$ cat src/rtl/crs_fifo.sv
// Small register queue with push/full and pop/empty sides.
module crs_fifo #(
	parameter int WIDTH = 8,
	parameter int DEPTH = 2
) (
	input  logic             clk,
	input  logic             arst_n,
	input  logic             push,
	output logic             full,
	input  logic [WIDTH-1:0] wdata,
	input  logic             pop,
	output logic             empty,
	output logic [WIDTH-1:0] rdata
);

	localparam int PW = (DEPTH > 1) ? $clog2(DEPTH) : 1;
	localparam int CW = $clog2(DEPTH + 1);

	logic [WIDTH-1:0] mem_q [DEPTH];
	logic [PW-1:0]    wr_ptr_q;
	logic [PW-1:0]    rd_ptr_q;
	logic [CW-1:0]    count_q;
	logic             do_push;
	logic             do_pop;

	assign full    = (count_q == CW'(DEPTH));
	assign empty   = (count_q == '0);
	assign do_push = push && !full;
	assign do_pop  = pop && !empty;
	assign rdata   = mem_q[rd_ptr_q];

	// advance pointers and occupancy
	always_ff @(posedge clk or negedge arst_n) begin
		if (!arst_n) begin
			wr_ptr_q <= '0;
			rd_ptr_q <= '0;
			count_q  <= '0;
		end else begin
			if (do_push) begin
				wr_ptr_q <= (wr_ptr_q == PW'(DEPTH - 1)) ? '0 : wr_ptr_q + PW'(1);
			end
			if (do_pop) begin
				rd_ptr_q <= (rd_ptr_q == PW'(DEPTH - 1)) ? '0 : rd_ptr_q + PW'(1);
			end
			if (do_push && !do_pop) begin
				count_q <= count_q + CW'(1);
			end else if (do_pop && !do_push) begin
				count_q <= count_q - CW'(1);
			end
		end
	end

	// hold the beat payloads
	always_ff @(posedge clk) begin
		if (do_push) begin
			mem_q[wr_ptr_q] <= wdata;
		end
	end

endmodule

$ cat config.mk
export PLATFORM = sky130hd
export DESIGN_NAME = crs_fifo
export DESIGN_NICKNAME = d
export VERILOG_FILES = /design/src/rtl/crs_fifo.sv
export SDC_FILE = /design/constraint.sdc
export NUM_CORES = 1
export LEC_CHECK = 0
export BUFFER_PORTS_ARGS = -buffer_cell sky130_fd_sc_hd__buf_2
export CAP_MARGIN = 20
export CELL_PAD_IN_SITES_DETAIL_PLACEMENT = 1
export CELL_PAD_IN_SITES_GLOBAL_PLACEMENT = 1
export CORE_MARGIN = 2
export CORE_UTILIZATION = 43
export CTS_BUF_LIST = sky130_fd_sc_hd__clkbuf_4 sky130_fd_sc_hd__clkbuf_8
export DETAILED_ROUTE_END_ITERATION = 7
export GPL_ROUTABILITY_DRIVEN = 0
export MAX_ROUTING_LAYER = met4
export PLACE_DENSITY = 0.84
export SLEW_MARGIN = 20
export SYNTH_ARGS = -nofsm -noshare
export SYNTH_HDL_FRONTEND = slang
export SYNTH_SLANG_ARGS = --single-unit
$ cat constraint.sdc
create_clock -name clk -period 1.95 [get_ports clk]
set_clock_uncertainty 0.15 [all_clocks]
set_input_delay 0.195 -clock clk [delete_from_list [all_inputs] [get_ports clk]]
set_output_delay 0.195 -clock clk [all_outputs]
set_load 0.02 [all_outputs]
---- After elaboration in Yosys (flattened, before gate mapping) ----
Memory sizes are Yosys's and may differ from the RTL's.
Cells that the tools add are included.
cells by class
  eq/ne operators ......................... 1
  muxes and demuxes ....................... 6
  $add $sub $neg .......................... 4
  reductions and logical operators ........ 10
operators with widths
  operator                                          count
  logical AND 1 bit                                 4
  logical NOT 1 bit                                 4
  two-way mux 1 bit                                 4
  two-way mux 2 bit                                 2
  adder 1 bit, second input constant                2
  adder 2 x 1 -> 2 bit, second input constant       1
  equality test 2 bit, second input constant        1
  logical NOT 2 bit                                 1
  nonzero test 2 bit                                1
  subtractor 2 x 1 -> 2 bit, second input constant  1
word-level totals
  output and inout bits ................... 10
  register bits ........................... 4
  memory bits (writable) .................. 16
  memories ................................ 1
memory list
  memory  words  width  rd ports  clocked after memory_dff  wr ports  line  RTL
  mem_q   2      8      1         0                         1         19    logic [WIDTH-1:0] mem_q [DEPTH];

---- Logic depth before layout (Yosys ltp) ----
  depth in word-level cells ............... 7
  gate-level depth with buffers ........... 7

---- Worst setup path after synthesis ----
OpenSTA, ideal clock, no wires.
  path kind ............................... reg-to-reg
  from .................................... reg count_q[0]
  to ...................................... mem mem_q[0][0] (enable)
  cell stages (with the launch flop) ...... 4
  arrival time ............................ 1.022 ns
  period minus slack after synthesis ...... 1.542 ns
  setup time .............................. 0.370 ns
  slack ................................... 0.408 ns
  path buffers ............................ 0
  cells stage by stage .................... dfrtp_1 > nand2b_1 > nand2_2 > nor2_1
on the way
  word-level cells in the longest chain between the ends .. 5
ends and longest elaborated chain
  item                                     line  RTL
  start, declared                          22    logic [CW-1:0] count_q;
  start signal, assigned                   46    count_q <= count_q + CW'(1);
  start signal, assigned                   48    count_q <= count_q - CW'(1);
  equality test 2 bit                      26    assign full = (count_q == CW'(DEPTH));
  logical NOT 1 bit                        28    assign do_push = push && !full;
  logical AND 1 bit                        28
  two-way mux 1 bit                        55    if (do_push) begin
  two-way mux 1 bit (not written as such)  56    mem_q[wr_ptr_q] <= wdata;
  end, declared                            19
Every way passes these cells.

---- Worst setup path in the final report ----
  from .................................... reg rd_ptr_q
  to ...................................... out rdata[2]
on the way
  word-level cells in the longest chain between the ends .. 1
ends and longest elaborated chain
  item                    line  RTL
  start, declared         21    logic [PW-1:0] rd_ptr_q;
  start signal, assigned  43    rd_ptr_q <= (rd_ptr_q == PW'(DEPTH - 1)) ? '0 : rd_ptr_q + PW'(1);
  memory (2 x 8 bit)      n/a
  end, declared           13    output logic [WIDTH-1:0] rdata
Every way passes these cells.

==> flow_summary.ini <==
[synthesis]
synthCells = 44
syn_area_um2 = 782
avgSynthCellArea_um2 = 17.8
syn_nets = 57
ys_seq_area_share_pct = 74.2
yosysWarnings = 0
ys_types = 15
synth_seq_cells = 20

[clock_network]
cts_max_path_buffers = 2
clkSinkCount = 20
cts_tree = built
htreeDepth = 1
cts.clk_slew.worst_paths_ps = 110
post_cts_resized = 0
post-cts-setup-buffer-count = 0
numCtsBuffers = 3
insertion_delay_ps = 290
root_buffer = clkbuf_4

[power_and_ir_drop]
power.leakage_nw = 0.450
powerDensity_nw_per_um2 = 1480
vdd_drop_max_v = 0.000785

[finish]
n_fill_cell = 178
area_growth_pct = 37.0
finalCoreUtilization_pct = 62.0
drive_above_1_share_pct = 39.2
regArea_um2 = 581
antenna_cells = 0
layout_common_cells = 21 x buf_2, 16 x edfxtp_1, 9 x dlygate4sd3_1
fin_nets = 93
layout_commonest_cell = buf_2
multiInputGateArea_um2 = 189

[min_path]
min_path_cells = 3
hold_end = wr_ptr_q$_DFFE_PN0N_
hold_path_class = in -> reg
hp-start = push

[grt]
grt_start_max_net_pins = 13
grt_pass1_vias = 477
grt_use_total_pct = 15.6
grt_pass1_wl_um = 2100
antenna_found_initial = 0
gr-total-overflow = 0

[critical_path]
r2r_cells = 7
worstSetupPathType = reg -> out
worstPathCellList = mux2_2 -> buf_2
slowest_stage = dfrtp_1
slowest_delay_ps = 620
critPathLaunchType = flop
reg2reg_slack_ps = 310
end_kind = output port
crit_fanout = 9
required_ps = 1600
r2r-start = count_q[0]$_DFFE_PN0P_
reg2reg_to = count_q[1]$_DFFE_PN0P_
crit_arrival_ps = 1480

[job]
max_cap_violations = 0

[placed_design]
io_buffers = 21
hpwl_um = 947

[floorplan]
core_um2 = 1730
die_h_um = 46.6
die_x_um = 46.6
placementRows = 15
io_pins = 22
die_area_um2 = 2180
start_util_pct = 45.3

[routing]
totalWireLength_um = 1480
wl_per_cell_um = 14.3
via_per_inst = 4.42
drc_errors = 0
antenna_left = 0
vias = 460
drt_iter0_drc = 2
dr.pass1.iters = 2

[timing]
fmax_mhz = 549
hold_violations = 0
setup_viol = 0
setup-tns-final_ps = 0
fin_crit_sh_pct = 93.4
fin_crit_ps = 1820
drv_slew = 0
worst_pin_slew_ps = 429
rsz0062_at_grt = false
slew-limit-headroom_pct = 71.4

[outcome]
status = complete, no violations
==> kinds of logic after synthesis <==
group,synth area share [%]
buffers and inverters,1.60
xor gates and xnor gates,6.56
adders and majority gates,1.60
muxes,11.5
and+or+nand+nor,3.84
DFF,74.2
AOI/OAI and AO/OA,0.639
==> report_power, final <==
group / leakage, nW / switching, W / internal, W / total [W]
registers: 0.195 / 0.0000988 / 0.000596 / 0.000695
logic: 0.227 / 0.000304 / 0.000249 / 0.000554
clock network: 0.0279 / 0.000124 / 0.000208 / 0.000331
==> Yosys cell counts (all sizes together) <==
master	instances	area share [%]
and3	1	0.80
inv	2	0.96
xnor2	3	4.3
xor2	2	2.2
dfrtp	4	13
nand2b	1	0.80
o21ai	1	0.64
nor2	3	1.4
ha	1	1.6
buf	1	0.64
nand2	1	0.80
mux2	8	12
edfxtp	16	61
==> cell type report <==
type | count | share of cell area [%]
inverter | 2 | 0.701
multi-input combinational | 21 | 17.6
clock inverter | 1 | 2.80
clock buffer | 3 | 2.10
tap | 25 | 2.92
sequential | 20 | 54.2
timing repair buffer | 32 | 19.6
==> metrics by stage <==
stage          std cells  instance area, µm²  worst slack (ps)  hold slack (ps)  total power (W)
2_1_floorplan         44                 782               408             -251          0.00106
3_3_place_gp          91                 928               401             -143          0.00122
3_5_place_dp          91                 928               319             -143          0.00124
4_1_cts              104                1070               131             40.9          0.00159
5_1_grt              104                1070              81.8             48.5          0.00166
6_report             104                1070               129             37.0          0.00158
==> sequential cells by signal, indices dropped and copies added (netlist names) <==
signal	count
rd_ptr_q	1
mem_q	16
wr_ptr_q	1
count_q	2
==> worst max-delay path by stage <==
stage | startpoint | end | slack (ps) | cells past startpoint
after global routing | rd_ptr_q$_DFFE_PN0P_ | rdata[2] | 80 | 2
after CTS | rd_ptr_q$_DFFE_PN0P_ | rdata[2] | 130 | 2
after floorplan | count_q[0]$_DFFE_PN0P_ | mem_q[0][0]$_DFFE_PP_ | 410 | 3
final | rd_ptr_q$_DFFE_PN0P_ | rdata[2] | 130 | 2
after detailed placement | count_q[0]$_DFFE_PN0P_ | count_q[1]$_DFFE_PN0P_ | 320 | 6
after global placement | count_q[0]$_DFFE_PN0P_ | count_q[1]$_DFFE_PN0P_ | 400 | 7
==> worst max-delay path, delay by kind of cell, from the launching register on <==
kind,cells,cell delay (ps)
flops,1,620
mux,1,390
buf+inv,1,170
==> repair_timing <==
action | CTS | global route
hold buffers | 9 | 0
setup endpoints to repair | 0 | 0
endpoints found under the hold margin | 20 | 0
==> metal layers <==
layer	part of all wire (%)	vias up	wire length (µm)	GRT usage, %
met5	0	-	0	-
met4	1.2	0	18	10.0
met3	3.5	2	52	2.35
met2	56	13	834	27.8
met1	39	219	578	15.5
li1	-	226	-	-
Note: power is estimated with default switching activity, not from simulation.
