**config.mk**
```make
export PLATFORM = sky130hd
export DESIGN_NAME = crs_front
export DESIGN_NICKNAME = d
export VERILOG_FILES = /design/src/rtl/crs_pkg.sv /design/src/rtl/crs_ram.sv /design/src/rtl/crs_front.sv
export SDC_FILE = /design/constraint.sdc
export NUM_CORES = 1
export LEC_CHECK = 0
export ABC_AREA = 1
export BUFFER_PORTS_ARGS = -buffer_cell sky130_fd_sc_hd__buf_2
export CAP_MARGIN = 5
export CORE_AREA = 2 2 342 344
export DETAILED_ROUTE_END_ITERATION = 7
export DIE_AREA = 0 0 344 346
export PLACE_DENSITY = 0.65
export SYNTH_ARGS = -nofsm -noshare
export SYNTH_HDL_FRONTEND = slang
export SYNTH_HIERARCHICAL = 1
export SYNTH_SLANG_ARGS = --single-unit
```
**constraint.sdc**
```tcl
create_clock -name clk -period 11.97 [get_ports clk]
set_clock_uncertainty 0.15 [all_clocks]
set_input_delay 2.394 -clock clk [delete_from_list [all_inputs] [get_ports clk]]
set_output_delay 2.394 -clock clk [all_outputs]
set_load 0.03 [all_outputs]
```
**src/rtl/crs_pkg.sv**
```systemverilog
// Shared types, constants and sizes for the cubic fractional resampler.
package crs_pkg;

	localparam int SAMPLE_BITS      = 24;
	localparam int FRAC_BITS        = 24;
	localparam int STEP_BITS        = 28;
	localparam int WINDOW_DEPTH_DEF = 16;
	localparam int MAX_RESULTS      = 16;
	localparam int COUNT_BITS       = 5;
	localparam int NEED_BITS        = 5;
	localparam int POP_BITS         = STEP_BITS - FRAC_BITS + 1;
	localparam int TAPS             = 4;
	localparam int JOB_DEPTH        = 2;
	localparam int RES_DEPTH        = 4;
	localparam int ACC_BITS         = SAMPLE_BITS + 6;
	localparam int TMUL_BITS        = FRAC_BITS + 1;
	localparam int PROD_BITS        = ACC_BITS + TMUL_BITS;

	localparam logic [STEP_BITS-1:0] PHASE_STEP_RESET = STEP_BITS'(1) << FRAC_BITS;

	typedef logic signed [SAMPLE_BITS-1:0] sample_t;
	typedef logic signed [ACC_BITS-1:0]    acc_t;
	typedef logic signed [PROD_BITS-1:0]   prod_t;

	typedef struct packed {
		sample_t in_left;
		sample_t in_right;
	} in_item_t;

	typedef struct packed {
		sample_t out_left;
		sample_t out_right;
		logic    last;
	} out_item_t;

	typedef struct packed {
		sample_t left;
		sample_t right;
	} stereo_t;

	// One interpolation job: four oldest window samples, fraction and end mark
	typedef struct packed {
		stereo_t [TAPS-1:0]   x;
		logic [FRAC_BITS-1:0] t;
		logic                 last;
	} job_t;

endpackage

```
**src/rtl/crs_ram.sv**
```systemverilog
// Generic simple dual-port RAM with registered read data.
module crs_ram #(
	parameter int WIDTH = 8,
	parameter int DEPTH = 16
) (
	input  logic                     clk,
	input  logic                     we,
	input  logic [$clog2(DEPTH)-1:0] waddr,
	input  logic [WIDTH-1:0]         wdata,
	input  logic                     re,
	input  logic [$clog2(DEPTH)-1:0] raddr,
	output logic [WIDTH-1:0]         rdata
);

	logic [WIDTH-1:0] mem_q [DEPTH];

	// write port
	always_ff @(posedge clk) begin
		if (we) begin
			mem_q[waddr] <= wdata;
		end
	end

	// registered read port
	always_ff @(posedge clk) begin
		if (re) begin
			rdata <= mem_q[raddr];
		end
	end

endmodule

```
**src/rtl/crs_front.sv**
```systemverilog
// Front end: window store, phase and fill tracking, interpolation job issue.
module crs_front #(
	parameter int WINDOW_DEPTH = crs_pkg::WINDOW_DEPTH_DEF
) (
	input  logic                           clk,
	input  logic                           arst_n,
	input  logic                           push,
	output logic                           full,
	input  crs_pkg::in_item_t              in_item,
	input  logic                           step_we,
	input  logic [crs_pkg::STEP_BITS-1:0]  step_wdata,
	output logic                           job_push,
	input  logic                           job_full,
	output crs_pkg::job_t                  job
);

	localparam int AW = $clog2(WINDOW_DEPTH);
	localparam int FW = $clog2(WINDOW_DEPTH + 1);
	localparam int CW = (FW > crs_pkg::NEED_BITS) ? FW : crs_pkg::NEED_BITS;
	localparam int SW = 2 * crs_pkg::SAMPLE_BITS;

	typedef enum logic [4:0] {
		F_IDLE  = 5'b00001,
		F_CHECK = 5'b00010,
		F_READ  = 5'b00100,
		F_WAIT  = 5'b01000,
		F_PUSH  = 5'b10000
	} fstate_t;

	fstate_t                             state_q;
	logic [AW-1:0]                       head_q;
	logic [FW-1:0]                       fill_q;
	logic [crs_pkg::FRAC_BITS-1:0]       phase_q;
	logic [crs_pkg::STEP_BITS-1:0]       step_q;
	logic [crs_pkg::COUNT_BITS-1:0]      n_q;
	logic [1:0]                          rd_q;
	logic                                cap_v_s1;
	logic [1:0]                          cap_idx_s1;
	crs_pkg::stereo_t [crs_pkg::TAPS-1:0] x_q;

	logic [crs_pkg::NEED_BITS-1:0]       units;
	logic [crs_pkg::NEED_BITS-1:0]       need;
	logic [crs_pkg::STEP_BITS:0]         ph;
	logic [crs_pkg::POP_BITS-1:0]        pops;
	logic [FW-1:0]                       fill_nx;
	logic                                cont;
	logic                                go_first;
	logic                                win_full;
	logic                                accept;
	logic                                ram_we;
	logic [AW-1:0]                       ram_waddr;
	logic [SW-1:0]                       ram_wdata;
	logic                                ram_re;
	logic [AW-1:0]                       ram_raddr;
	logic [SW-1:0]                       ram_rdata;

	// circular index: base plus offset, offset never beyond the depth
	function automatic logic [AW-1:0] wrap_add(input logic [AW-1:0] base,
			input logic [AW:0] off);
		logic [AW:0] sum;
		sum = {1'b0, base} + off;
		if (sum >= (AW+1)'(WINDOW_DEPTH)) begin
			sum = sum - (AW+1)'(WINDOW_DEPTH);
		end
		return sum[AW-1:0];
	endfunction

	// samples needed before a result: ceil(step) but at least one, plus three
	always_comb begin
		units = crs_pkg::NEED_BITS'(step_q[crs_pkg::STEP_BITS-1:crs_pkg::FRAC_BITS])
			+ crs_pkg::NEED_BITS'(|step_q[crs_pkg::FRAC_BITS-1:0]);
		need = ((units == '0) ? crs_pkg::NEED_BITS'(1) : units)
			+ crs_pkg::NEED_BITS'(crs_pkg::TAPS - 1);
	end

	// phase advance and whole-sample drop for the job in hand
	always_comb begin
		ph       = (crs_pkg::STEP_BITS+1)'(phase_q) + (crs_pkg::STEP_BITS+1)'(step_q);
		pops     = ph[crs_pkg::STEP_BITS:crs_pkg::FRAC_BITS];
		fill_nx  = fill_q - FW'(pops);
		cont     = (n_q < crs_pkg::COUNT_BITS'(crs_pkg::MAX_RESULTS - 1))
			&& (CW'(fill_nx) >= CW'(need));
		go_first = (CW'(fill_q) >= CW'(need));
	end

	assign full     = (state_q != F_IDLE);
	assign accept   = push && (state_q == F_IDLE);
	assign win_full = (fill_q == FW'(WINDOW_DEPTH));

	// window write on accept: append, or overwrite the oldest when full
	assign ram_we    = accept;
	assign ram_waddr = win_full ? head_q : wrap_add(head_q, (AW+1)'(fill_q));
	assign ram_wdata = {in_item.in_left, in_item.in_right};
	assign ram_re    = (state_q == F_READ);
	assign ram_raddr = wrap_add(head_q, (AW+1)'(rd_q));

	crs_ram #(
		.WIDTH (SW),
		.DEPTH (WINDOW_DEPTH)
	) u_window (
		.clk   (clk),
		.we    (ram_we),
		.waddr (ram_waddr),
		.wdata (ram_wdata),
		.re    (ram_re),
		.raddr (ram_raddr),
		.rdata (ram_rdata)
	);

	// job beat to the back end
	assign job_push = (state_q == F_PUSH) && !job_full;
	always_comb begin
		job.x    = x_q;
		job.t    = phase_q;
		job.last = !cont;
	end

	// sequencer and window bookkeeping
	always_ff @(posedge clk or negedge arst_n) begin
		if (!arst_n) begin
			state_q  <= F_IDLE;
			head_q   <= '0;
			fill_q   <= '0;
			phase_q  <= '0;
			step_q   <= crs_pkg::PHASE_STEP_RESET;
			n_q      <= '0;
			rd_q     <= '0;
			cap_v_s1 <= 1'b0;
		end else begin
			cap_v_s1 <= (state_q == F_READ);
			if (step_we) begin
				step_q <= step_wdata;
			end
			unique case (state_q)
				F_IDLE: begin
					if (push) begin
						if (win_full) begin
							head_q <= wrap_add(head_q, (AW+1)'(1));
						end else begin
							fill_q <= fill_q + FW'(1);
						end
						n_q     <= '0;
						state_q <= F_CHECK;
					end
				end
				F_CHECK: begin
					rd_q    <= '0;
					state_q <= go_first ? F_READ : F_IDLE;
				end
				F_READ: begin
					rd_q <= rd_q + 2'd1;
					if (rd_q == 2'(crs_pkg::TAPS - 1)) begin
						state_q <= F_WAIT;
					end
				end
				F_WAIT: begin
					state_q <= F_PUSH;
				end
				F_PUSH: begin
					if (!job_full) begin
						phase_q <= ph[crs_pkg::FRAC_BITS-1:0];
						head_q  <= wrap_add(head_q, (AW+1)'(pops));
						fill_q  <= fill_nx;
						n_q     <= n_q + crs_pkg::COUNT_BITS'(1);
						rd_q    <= '0;
						state_q <= cont ? F_READ : F_IDLE;
					end
				end
				default: begin
					state_q <= F_IDLE;
				end
			endcase
		end
	end

	// capture the four taps as they come out of the window
	always_ff @(posedge clk) begin
		cap_idx_s1 <= rd_q;
		if (cap_v_s1) begin
			x_q[cap_idx_s1] <= crs_pkg::stereo_t'(ram_rdata);
		end
	end

endmodule

```
* Word-level counts from Yosys, hierarchy flattened
Memories as Yosys holds them, arrays and structs flattened. A register that Yosys moved wholly into a read port is not among the register bits. Cells that the tools add are included.
Cells by class: add/subtract/negate cells 15, order comparisons 9, equal/unequal tests 13, multiplexer cells 30, bitwise gates (word level) 1, reductions and logical operators 16
Operators by type and width (number):
- bitwise mux 192 bit | 1
- demux 48 bit (select 2 bit) | 1
- two-way mux 48 bit | 1
- two-way mux 5 bit | 9
- two-way mux 4 bit | 8
- adder 24 x 28 -> 29 bit | 1
- one-hot mux 5 bit (5 select lines) | 1
- OR reduction 24 bit | 1
- >= comparator 5 bit, second input constant | 4
- one-hot mux 5 bit (2 select lines) | 2
- subtractor 4 x 1 -> 4 bit, second input constant | 4
- adder 4 x 5 -> 5 bit | 2
- adder 5 x 1 -> 5 bit, second input constant | 2
- == test 5 bit, second input constant | 2
- >= comparator 5 bit | 2
- != test 2 bit, second input constant | 4
- one-hot mux 4 bit (2 select lines) | 1
- AND reduction 4 bit | 2
- two-way mux 3 bit | 2
- one-hot mux 2 bit (3 select lines) | 1
- AND reduction 3 bit | 2
- adder 4 x 1 -> 5 bit | 1
- adder 4 x 1 -> 5 bit, second input constant | 1
- adder 4 x 2 -> 5 bit | 1
- other kinds (22) | 28
Storage, ports and cells: register bits 268, memory bits (writable) 768, bits of input ports 81, output and inout bits 219, logic and storage cells 102, memories 1
Memory list:
- u_window.mem_q | depth 16, bits a word 48, rd ports 1, clocked after memory_dff 1, write ports 1, line crs_ram.sv:15 | logic [WIDTH-1:0] mem_q [DEPTH];

* Logic depth before layout (Yosys ltp)
Gate-level depths: netlist (run 1).
depth after elaboration 10, gate-level depth with buffers 27, gate-level depth less buffers 27

* Cells and area by module
The synthesis (run 1) kept the hierarchy.
By module, submodules not included:
- crs_ram | instances 1, cells each 3165, area an instance 34469.3 sq um, seq. area each 24503.5 sq um
- crs_front | instances 1, cells each 874, area an instance 11297.1 sq um, seq. area each 7659.8 sq um

* Least setup slack after synthesis (run 1)
No wires, ideal clock.
path type reg2out, from reg phase_q[0] (netlist name), to out job[0] (netlist name), arrival time 3.591 ns, required time 9.426 ns, setup slack 5.835 ns, stages on the path, launching flop included 24, buffers on the path 0, cell sequence dfrtp_1 > ha_1 > inv_1 > fa_1 > o21bai_1 > nand2_1 > nand2_2 > nand3_2 > nand2_2 > nand3_1 > nand3_2 > nand2_1 > nand2_1 > ha_1 > inv_1 > fa_1 > xnor2_1 > ha_1 > a21oi_1 > or2_0 > nand3_1 > nand2_1 > nand2_2 > nand2_2
RTL lines:
- from (decl) | line crs_front.sv:33 | logic [crs_pkg::FRAC_BITS-1:0] phase_q;
- from (signal assigned) | line crs_front.sv:161 | phase_q <= ph[crs_pkg::FRAC_BITS-1:0];
- to (decl) | line crs_front.sv:14 | output crs_pkg::job_t job

==> results.tsv, run 1 <==
stage	metric	value	unit
outcome	status	finished with violations	
outcome	violated checks	design-rule violations	
logic_synthesis	top post-synthesis cells by count	nand2_1, edfxtp_1, inv_1	
logic_synthesis	syn avg cell area	11.3	um^2
final_layout	layout net count	4445	
clocking	clk_lat worst skew	0.70	ns
clocking	TritonCTS buffer count	106	
floorplan	Die ar.	119000	um^2
placement	Detailed Place HPWL	59.5	mm
sta	Final Max Slew Viols	0	
logic_synthesis	most common cell in the netlist	nand2_1	
min_path	hold depth	0	
logic_synthesis	Cells after Synth	4039	
clocking	hold_buf cts	0	
clocking	cts repair resizes	0	
floorplan	CORE AREA	115000	um^2
sta	worst slew pin tran	1.32	ns
grt	vias in the first global route	27100	
grt	GRT Util Overall	18.0	%
clocking	CTS clk-pin slew, worst paths	0.06	ns
logic_synthesis	Area contributors post-synth	edfxtp_1, nand2_1, nand3_1	
logic_synthesis	number of synthesized flops with an enable pin	1008	
route	total wire length	109	mm
power	clock power share	27.1	%
final_layout	register area	32200	um^2
min_path	HP Class	reg2reg	
final_layout	Layout Cells excl Fill	5924	
run	max-cap check violation count	0	
route	drt initial violations	2409	
grt	first-pass GRT wire length	163	mm
critical_path	Worst EP arrival	4.72	ns
logic_synthesis	syn_nets	4175	
floorplan	Chip Height	346	um
placement	placed insts	5725	
sta	Final TNS setup	0	ns
sta	RSZ-0062 raised after global routing	false	
final_layout	synth-to-layout area growth	13.6	%
logic_synthesis	synth unique cells	57	
power	sw power	4.43	mW
clocking	postcts setup bufs	0	
sta	clock period minus worst slack	7.26	ns
clocking	root buffer cell	clkbuf_16	
route	First-pass DRT Iterations	8	
logic_synthesis	Synth Flop Type	edfxtp_1	
power	P_leak	21.6	nW
logic_synthesis	Seq cells post-synth	1084	
critical_path	CP Launch Type	register	
grt	largest net degree at the start of global routing	232	
route	Vias/cell	4.85	
clocking	TritonCTS clock tree	built	
critical_path	Reg2Reg Depth	9	
placement	I/O Buffers	299	
sta	final hold vios	0	
logic_synthesis	sequential share of the synthesized area	70.3	%
grt	met2 Use GR	29.3	%
sta	# setup viols final	0	
critical_path	critical path's largest stage delay	0.49	ns
route	WL/cell	18.4	um
logic_synthesis	Mapped Area	45800	um^2
grt	most crowded layer after global routing	met2	
power	Peak VDD IR	0.296	mV
critical_path	Critical Path Most Common Cell	nand2_1	
final_layout	layout cells sized above 1	13.2	%
power	pwr/cell area	229	nW/um^2
logic_synthesis	ys async rst share	6.83	%
route	vias	28800	
critical_path	worst path required time	9.43	ns
grt	total gr overflow	0	
clocking	CTS HTree Levels	3	
floorplan	Initial Util	39.7	%
sta	slew margin rel.	11.8	%
placement	GPL Wtd Cong	0.851	
route	Detail Route Antenna Nets	0	
route	DR DRC count	5	
clocking	clock sinks	1084	
critical_path	largest fanout on the critical path	6	
critical_path	CP Capture Type	primary output	
power	Seq pwr share	38.9	%
critical_path	cells along the critical path	ha_1 -> a21oi_1 -> inv_1 -> a31oi_1 -> o21ai_1 -> a21oi_2 -> o21bai_2 -> a21o_1 -> nand2_1 -> nand2_1 -> xor2_2 -> fa_1 -> ha_1 -> o21ai_0 -> nand2_1 -> a21oi_1 -> or2_0 -> nand3_1 -> nand2_1 -> nand2_2 -> nand2_2 -> buf_2	
power	Sw Ratio	37.2	%
grt	GR Util met3	4.02	%
power	Design Power	11.9	mW
sta	fmax	0.138	GHz
final_layout	number of fill cells	10300	
logic_synthesis	yosys warns	6	
floorplan	Horiz. Die Dim	344	um
final_layout	area of the multi-input gates	10200	um^2
grt	initial antenna violation count	22	
floorplan	Site Rows	125	
grt	GR Util met1	23.7	%
logic_synthesis	Synth area leader	edfxtp_1	
critical_path	Critical-path top delay cell	fa_1	
clocking	Max Buffers Root-to-Sink	3	
logic_synthesis	Synth top area share	66.1	%
power	cell internal pwr	7.48	mW
sta	post-route clock period utilization	60.7	%
power	Comb pwr share	34.0	%
floorplan	I/O pin count	300	
critical_path	Crit Path Class	reg2out	
[registers in the layout (all words and copies together) (netlist names)]
signal	flops
u_window/rdata	48
n_q	5
head_q	4
job	192
phase_q	24
u_window/mem_q	768
cap_idx_s1	2
step_q	28
fill_q	5
state_q	5
rd_q	2
cap_v_s1	1
[layout by cell type, fill, tap and decap left out, drive strengths merged, types with 3 or more instances in the layout]
cell type	n
a21o	3
a21oi	35
a31oi	6
buf	331
bufinv	9
clkbuf	135
clkinv	39
clkinvlp	4
dfrtp	72
diode	8
edfxtp	1008
fa	5
ha	50
inv	678
mux2	10
nand2	1177
nand3	605
nand3b	3
nand4	10
nor2	64
nor3	12
nor4	5
o21ai	70
o21bai	4
or2	5
xnor2	16
xor2	22
[kinds of logic (layout without fill, tap and decap cells)]
family	Yosys count	after routing	share of synthesized area, %
AND/OR/NAND/NOR	1882	1882	17.6
flip-flops	1084	1084	70.3
buffers and inverters	843	1196	7.85
AO/OA/AOI/OAI	127	127	1.62
adder cells (fa/ha/maj)	55	55	1.59
XOR/XNOR	38	38	0.817
multiplexers	10	10	0.246
other	0	8	0
[layout make-up]
cell class | count | area share [%]
antenna | 8 | 0.0385
clock buffer | 135 | 5.33
clock inverter | 56 | 1.13
inverter | 674 | 4.92
multi-input combinational | 2112 | 19.6
sequential | 1084 | 61.9
tap | 1524 | 3.67
timing repair buffer | 331 | 3.42
[metrics by stage]
stage / hold slack, ns / setup slack, ns / utilization [%] / instance area [um^2]
6_report: 0.351 / 4.71 / 45.0 / 52000
3_5_place_dp: 0.338 / 5.43 / 42.1 / 48600
2_1_floorplan: 0.261 / 5.83 / - / 45800
5_1_grt: 0.376 / 4.35 / 45.0 / 52000
3_3_place_gp: 0.322 / 5.50 / 42.1 / 48600
4_1_cts: 0.354 / 4.65 / 45.0 / 52000
[power by group through the flow]
stage                     clock (mW)  sequential, mW  combinational [mW]
after floorplan                    0            4.75                3.02
after global placement             0            4.70                3.97
after detailed placement           0            4.71                4.03
after CTS                       3.29            4.63                4.05
after global routing            3.45            4.65                4.51
final                           3.23            4.63                4.05
[critical path: cells and delay by family, from the launching register on]
family          cells  cell delay, ns
compound gates      8            1.32
fa+ha+maj           3            1.18
simple gates        8            0.64
flops               1            0.39
buf+inv             2            0.25
xor+xnor            1            0.24
[routing by layer]
metal / vias up / part of all wire, %
li1: 13800 / -
met1: 13700 / 42
met2: 960 / 47
met3: 208 / 7.8
met4: 20 / 2.6
met5: - / 0.11
[path summary, 6_finish.rpt]
check	start	endpoint	slack [ns]
min in group asynchronous	arst_n	state_q[1]	1.71
max in group asynchronous	arst_n	step_q[18]	9.33
setup reg to reg	head_q[1]	u_window/rdata[26]	7.54
setup / recovery	phase_q[14]	job[0]	4.71
hold reg to reg	u_window/rdata[19]	job[44]	0.35
hold / removal	u_window/rdata[19]	job[44]	0.35
(Power assumes the default switching activity.)
==> run 2: changes to the inputs <==
--- a/config.mk
+++ b/config.mk
@@ -11,7 +11,7 @@
 export CORE_AREA = 2 2 342 344
 export DETAILED_ROUTE_END_ITERATION = 7
 export DIE_AREA = 0 0 344 346
-export PLACE_DENSITY = 0.65
+export PLACE_DENSITY = 0.67
 export SYNTH_ARGS = -nofsm -noshare
 export SYNTH_HDL_FRONTEND = slang
 export SYNTH_HIERARCHICAL = 1
==> constraint.sdc (replaced) <==
create_clock -name clk -period 6.1 [get_ports clk]
set_clock_uncertainty 0.15 [all_clocks]
set_input_delay 1.22 -clock clk [delete_from_list [all_inputs] [get_ports clk]]
set_output_delay 1.22 -clock clk [all_outputs]
set_load 0.03 [all_outputs]
==> results.tsv, run 2 (same netlist as run 1, synthesis figures left out) <==
stage	metric	value	unit
outcome	status	finished, final reports clean	
critical_path	largest fanout on the critical path	5	
critical_path	Reg2Reg Depth	18	
final_layout	number of flip-flops in the largest register	768	
route	total wire length	112	mm
clocking	CTS HTree Levels	3	
route	Detail Route Antenna Nets	0	
critical_path	Critical Path Most Common Cell	nand2_1	
grt	vias in the first global route	27600	
critical_path	critical path's largest stage delay	0.50	ns
sta	# setup viols final	0	
floorplan	Chip Height	346	um
min_path	hold depth	0	
grt	first-pass GRT wire length	168	mm
critical_path	reg2reg end	state_q[0]	
min_path	Hold Path Sink	job[40]	
grt	initial antenna violation count	27	
critical_path	CP Launch Type	register	
sta	Final TNS setup	0	ns
min_path	HP Class	reg2reg	
floorplan	CORE AREA	115000	um^2
critical_path	CP Capture Type	primary output	
route	WL/cell	18.8	um
clocking	TritonCTS buffer count	105	
min_path	Hold Path Origin	u_window/rdata[15]	
floorplan	Horiz. Die Dim	344	um
sta	post-route clock period utilization	95.2	%
floorplan	Initial Util	39.7	%
grt	largest net degree at the start of global routing	183	
final_layout	commonest non-fill, non-tap cell in the layout	nand2_1	
sta	final hold vios	0	
route	DR DRC count	0	
critical_path	launch point of the worst reg-to-reg path	step_q[17]	
sta	Final Max Slew Viols	0	
clocking	TritonCTS clock tree	built	
floorplan	I/O pin count	300	
final_layout	Biggest register	u_window/mem_q	
route	First-pass DRT Iterations	6	
clocking	clk_lat worst skew	0.68	ns
clocking	hold_buf cts	0	
final_layout	synth-to-layout area growth	14.3	%
grt	GRT Util Overall	18.4	%
final_layout	layout cells sized above 1	13.9	%
critical_path	worst path required time	4.73	ns
clocking	clock sinks	1084	
route	vias	29100	
critical_path	cells along the critical path	ha_1 -> a21o_1 -> a31oi_2 -> o21ai_1 -> a21oi_2 -> o21bai_2 -> a21o_1 -> nand2_1 -> nand2_1 -> xor2_2 -> fa_2 -> ha_1 -> o21ai_0 -> nand2_1 -> a21oi_2 -> or2_0 -> nand3_1 -> nand2_1 -> nand2_2 -> nand2_2 -> buf_6	
floorplan	Die ar.	119000	um^2
placement	I/O Buffers	299	
route	drt initial violations	2869	
sta	worst slew pin tran	1.18	ns
final_layout	layout net count	4462	
critical_path	Crit Path Class	reg2out	
power	Design Power	23.6	mW
sta	slew margin rel.	21.0	%
critical_path	Worst EP arrival	4.44	ns
sta	clock period minus worst slack	5.81	ns
sta	fmax	0.172	GHz
power	pwr/cell area	452	nW/um^2
clocking	CTS clk-pin slew, worst paths	0.06	ns
power	P_leak	21.8	nW
clocking	root buffer cell	clkbuf_16	
run	max-cap check violation count	0	
placement	Detailed Place HPWL	62.0	mm
grt	total gr overflow	0	
clocking	Max Buffers Root-to-Sink	3	
critical_path	Worst R2R Setup Slack	1.95	ns
floorplan	Site Rows	125	
placement	GPL Wtd Cong	0.863	
route	Vias/cell	4.90	
power	Peak VDD IR	0.917	mV
final_layout	most frequent cells in the layout	nand2_1, edfxtp_1, inv_1	
critical_path	Critical-path top delay cell	fa_2	
[run 2: changes by cell type in the layout (fill, tap and decap cells not counted), sizes merged]
cell	delta
bufinv	+2
buf	+18
clkbuf	+1
diode	-2
inv	-1
clkinv	+4
[run 2: how the worst max path moves through the flow]
| stage | endpoint | depth (start not counted) | startpoint |
|---|---|---|---|
| CTS | job[0] | 24 | phase_q[0] |
| detailed placement | job[0] | 22 | phase_q[14] |
| finish | job[0] | 21 | phase_q[12] |
| global placement | job[0] | 22 | phase_q[14] |
| floorplan | job[0] | 23 | phase_q[0] |
| global route | job[0] | 25 | phase_q[0] |
[run 2: report_power, final]
part           switching, mW  leakage, nW  total, mW  internal (mW)
Combinational           5.84         10.1       8.08           2.24
Sequential             0.212         10.0       9.09           8.88
Clock                   2.76         1.66       6.46           3.70
Total                   8.81         21.8       23.6           14.8
[run 2: worst max-delay path: cells and delay by family (launching register included)]
family	cells	cell delay [ns]
AOI/OAI and AO/OA	8	1.14
DFF	1	0.39
buffers and inverters	1	0.15
and+or+nand+nor	8	0.71
adders and majority gates	3	1.16
xor gates and xnor gates	1	0.25
[run 2: timing repair]
| action | 4_1_cts | 5_1_grt |
|---|---|---|
| hold endpoints to repair | 0 | 0 |
| buffers inserted | 0 | 8 |
| setup endpoints to repair | 0 | 1 |
| resized for setup | 0 | 14 |
[run 2: area by class of cell]
| cell class | instances | area [um^2] |
|---|---|---|
| timing repair buffer | 349 | 1990 |
| tap | 1524 | 1910 |
| inverter | 674 | 2560 |
| clock inverter | 61 | 643 |
| clock buffer | 136 | 2790 |
| antenna | 6 | 15.0 |
| fill | 10300 | 63100 |
| multi-input combinational | 2112 | 10300 |
| sequential | 1084 | 32200 |
[run 2: stage by stage]
| stage | utilization [%] | instances | cell area (um^2) | hold WS [ns] | setup WS [ns] |
|---|---|---|---|---|---|
| after floorplan | - | 4039 | 45800 | 0.261 | 1.14 |
| after global placement | 42.2 | 5735 | 48800 | 0.328 | 0.833 |
| after detailed placement | 42.2 | 5735 | 48800 | 0.334 | 0.790 |
| after CTS | 45.2 | 5932 | 52200 | 0.345 | 0.0163 |
| after global routing | 45.3 | 5944 | 52300 | 0.367 | -0.0106 |
| final | 45.3 | 5946 | 52300 | 0.345 | 0.291 |
[run 2: routing by layer]
metal / track usage, % / share of wire (%) / up-vias
met1: 24.8 / 41 / 13900
met2: 30.5 / 48 / 1117
li1: - / - / 13900
met4: 5.30 / 2.5 / 22
met5: 0 / 0.12 / -
met3: 3.38 / 8.1 / 209
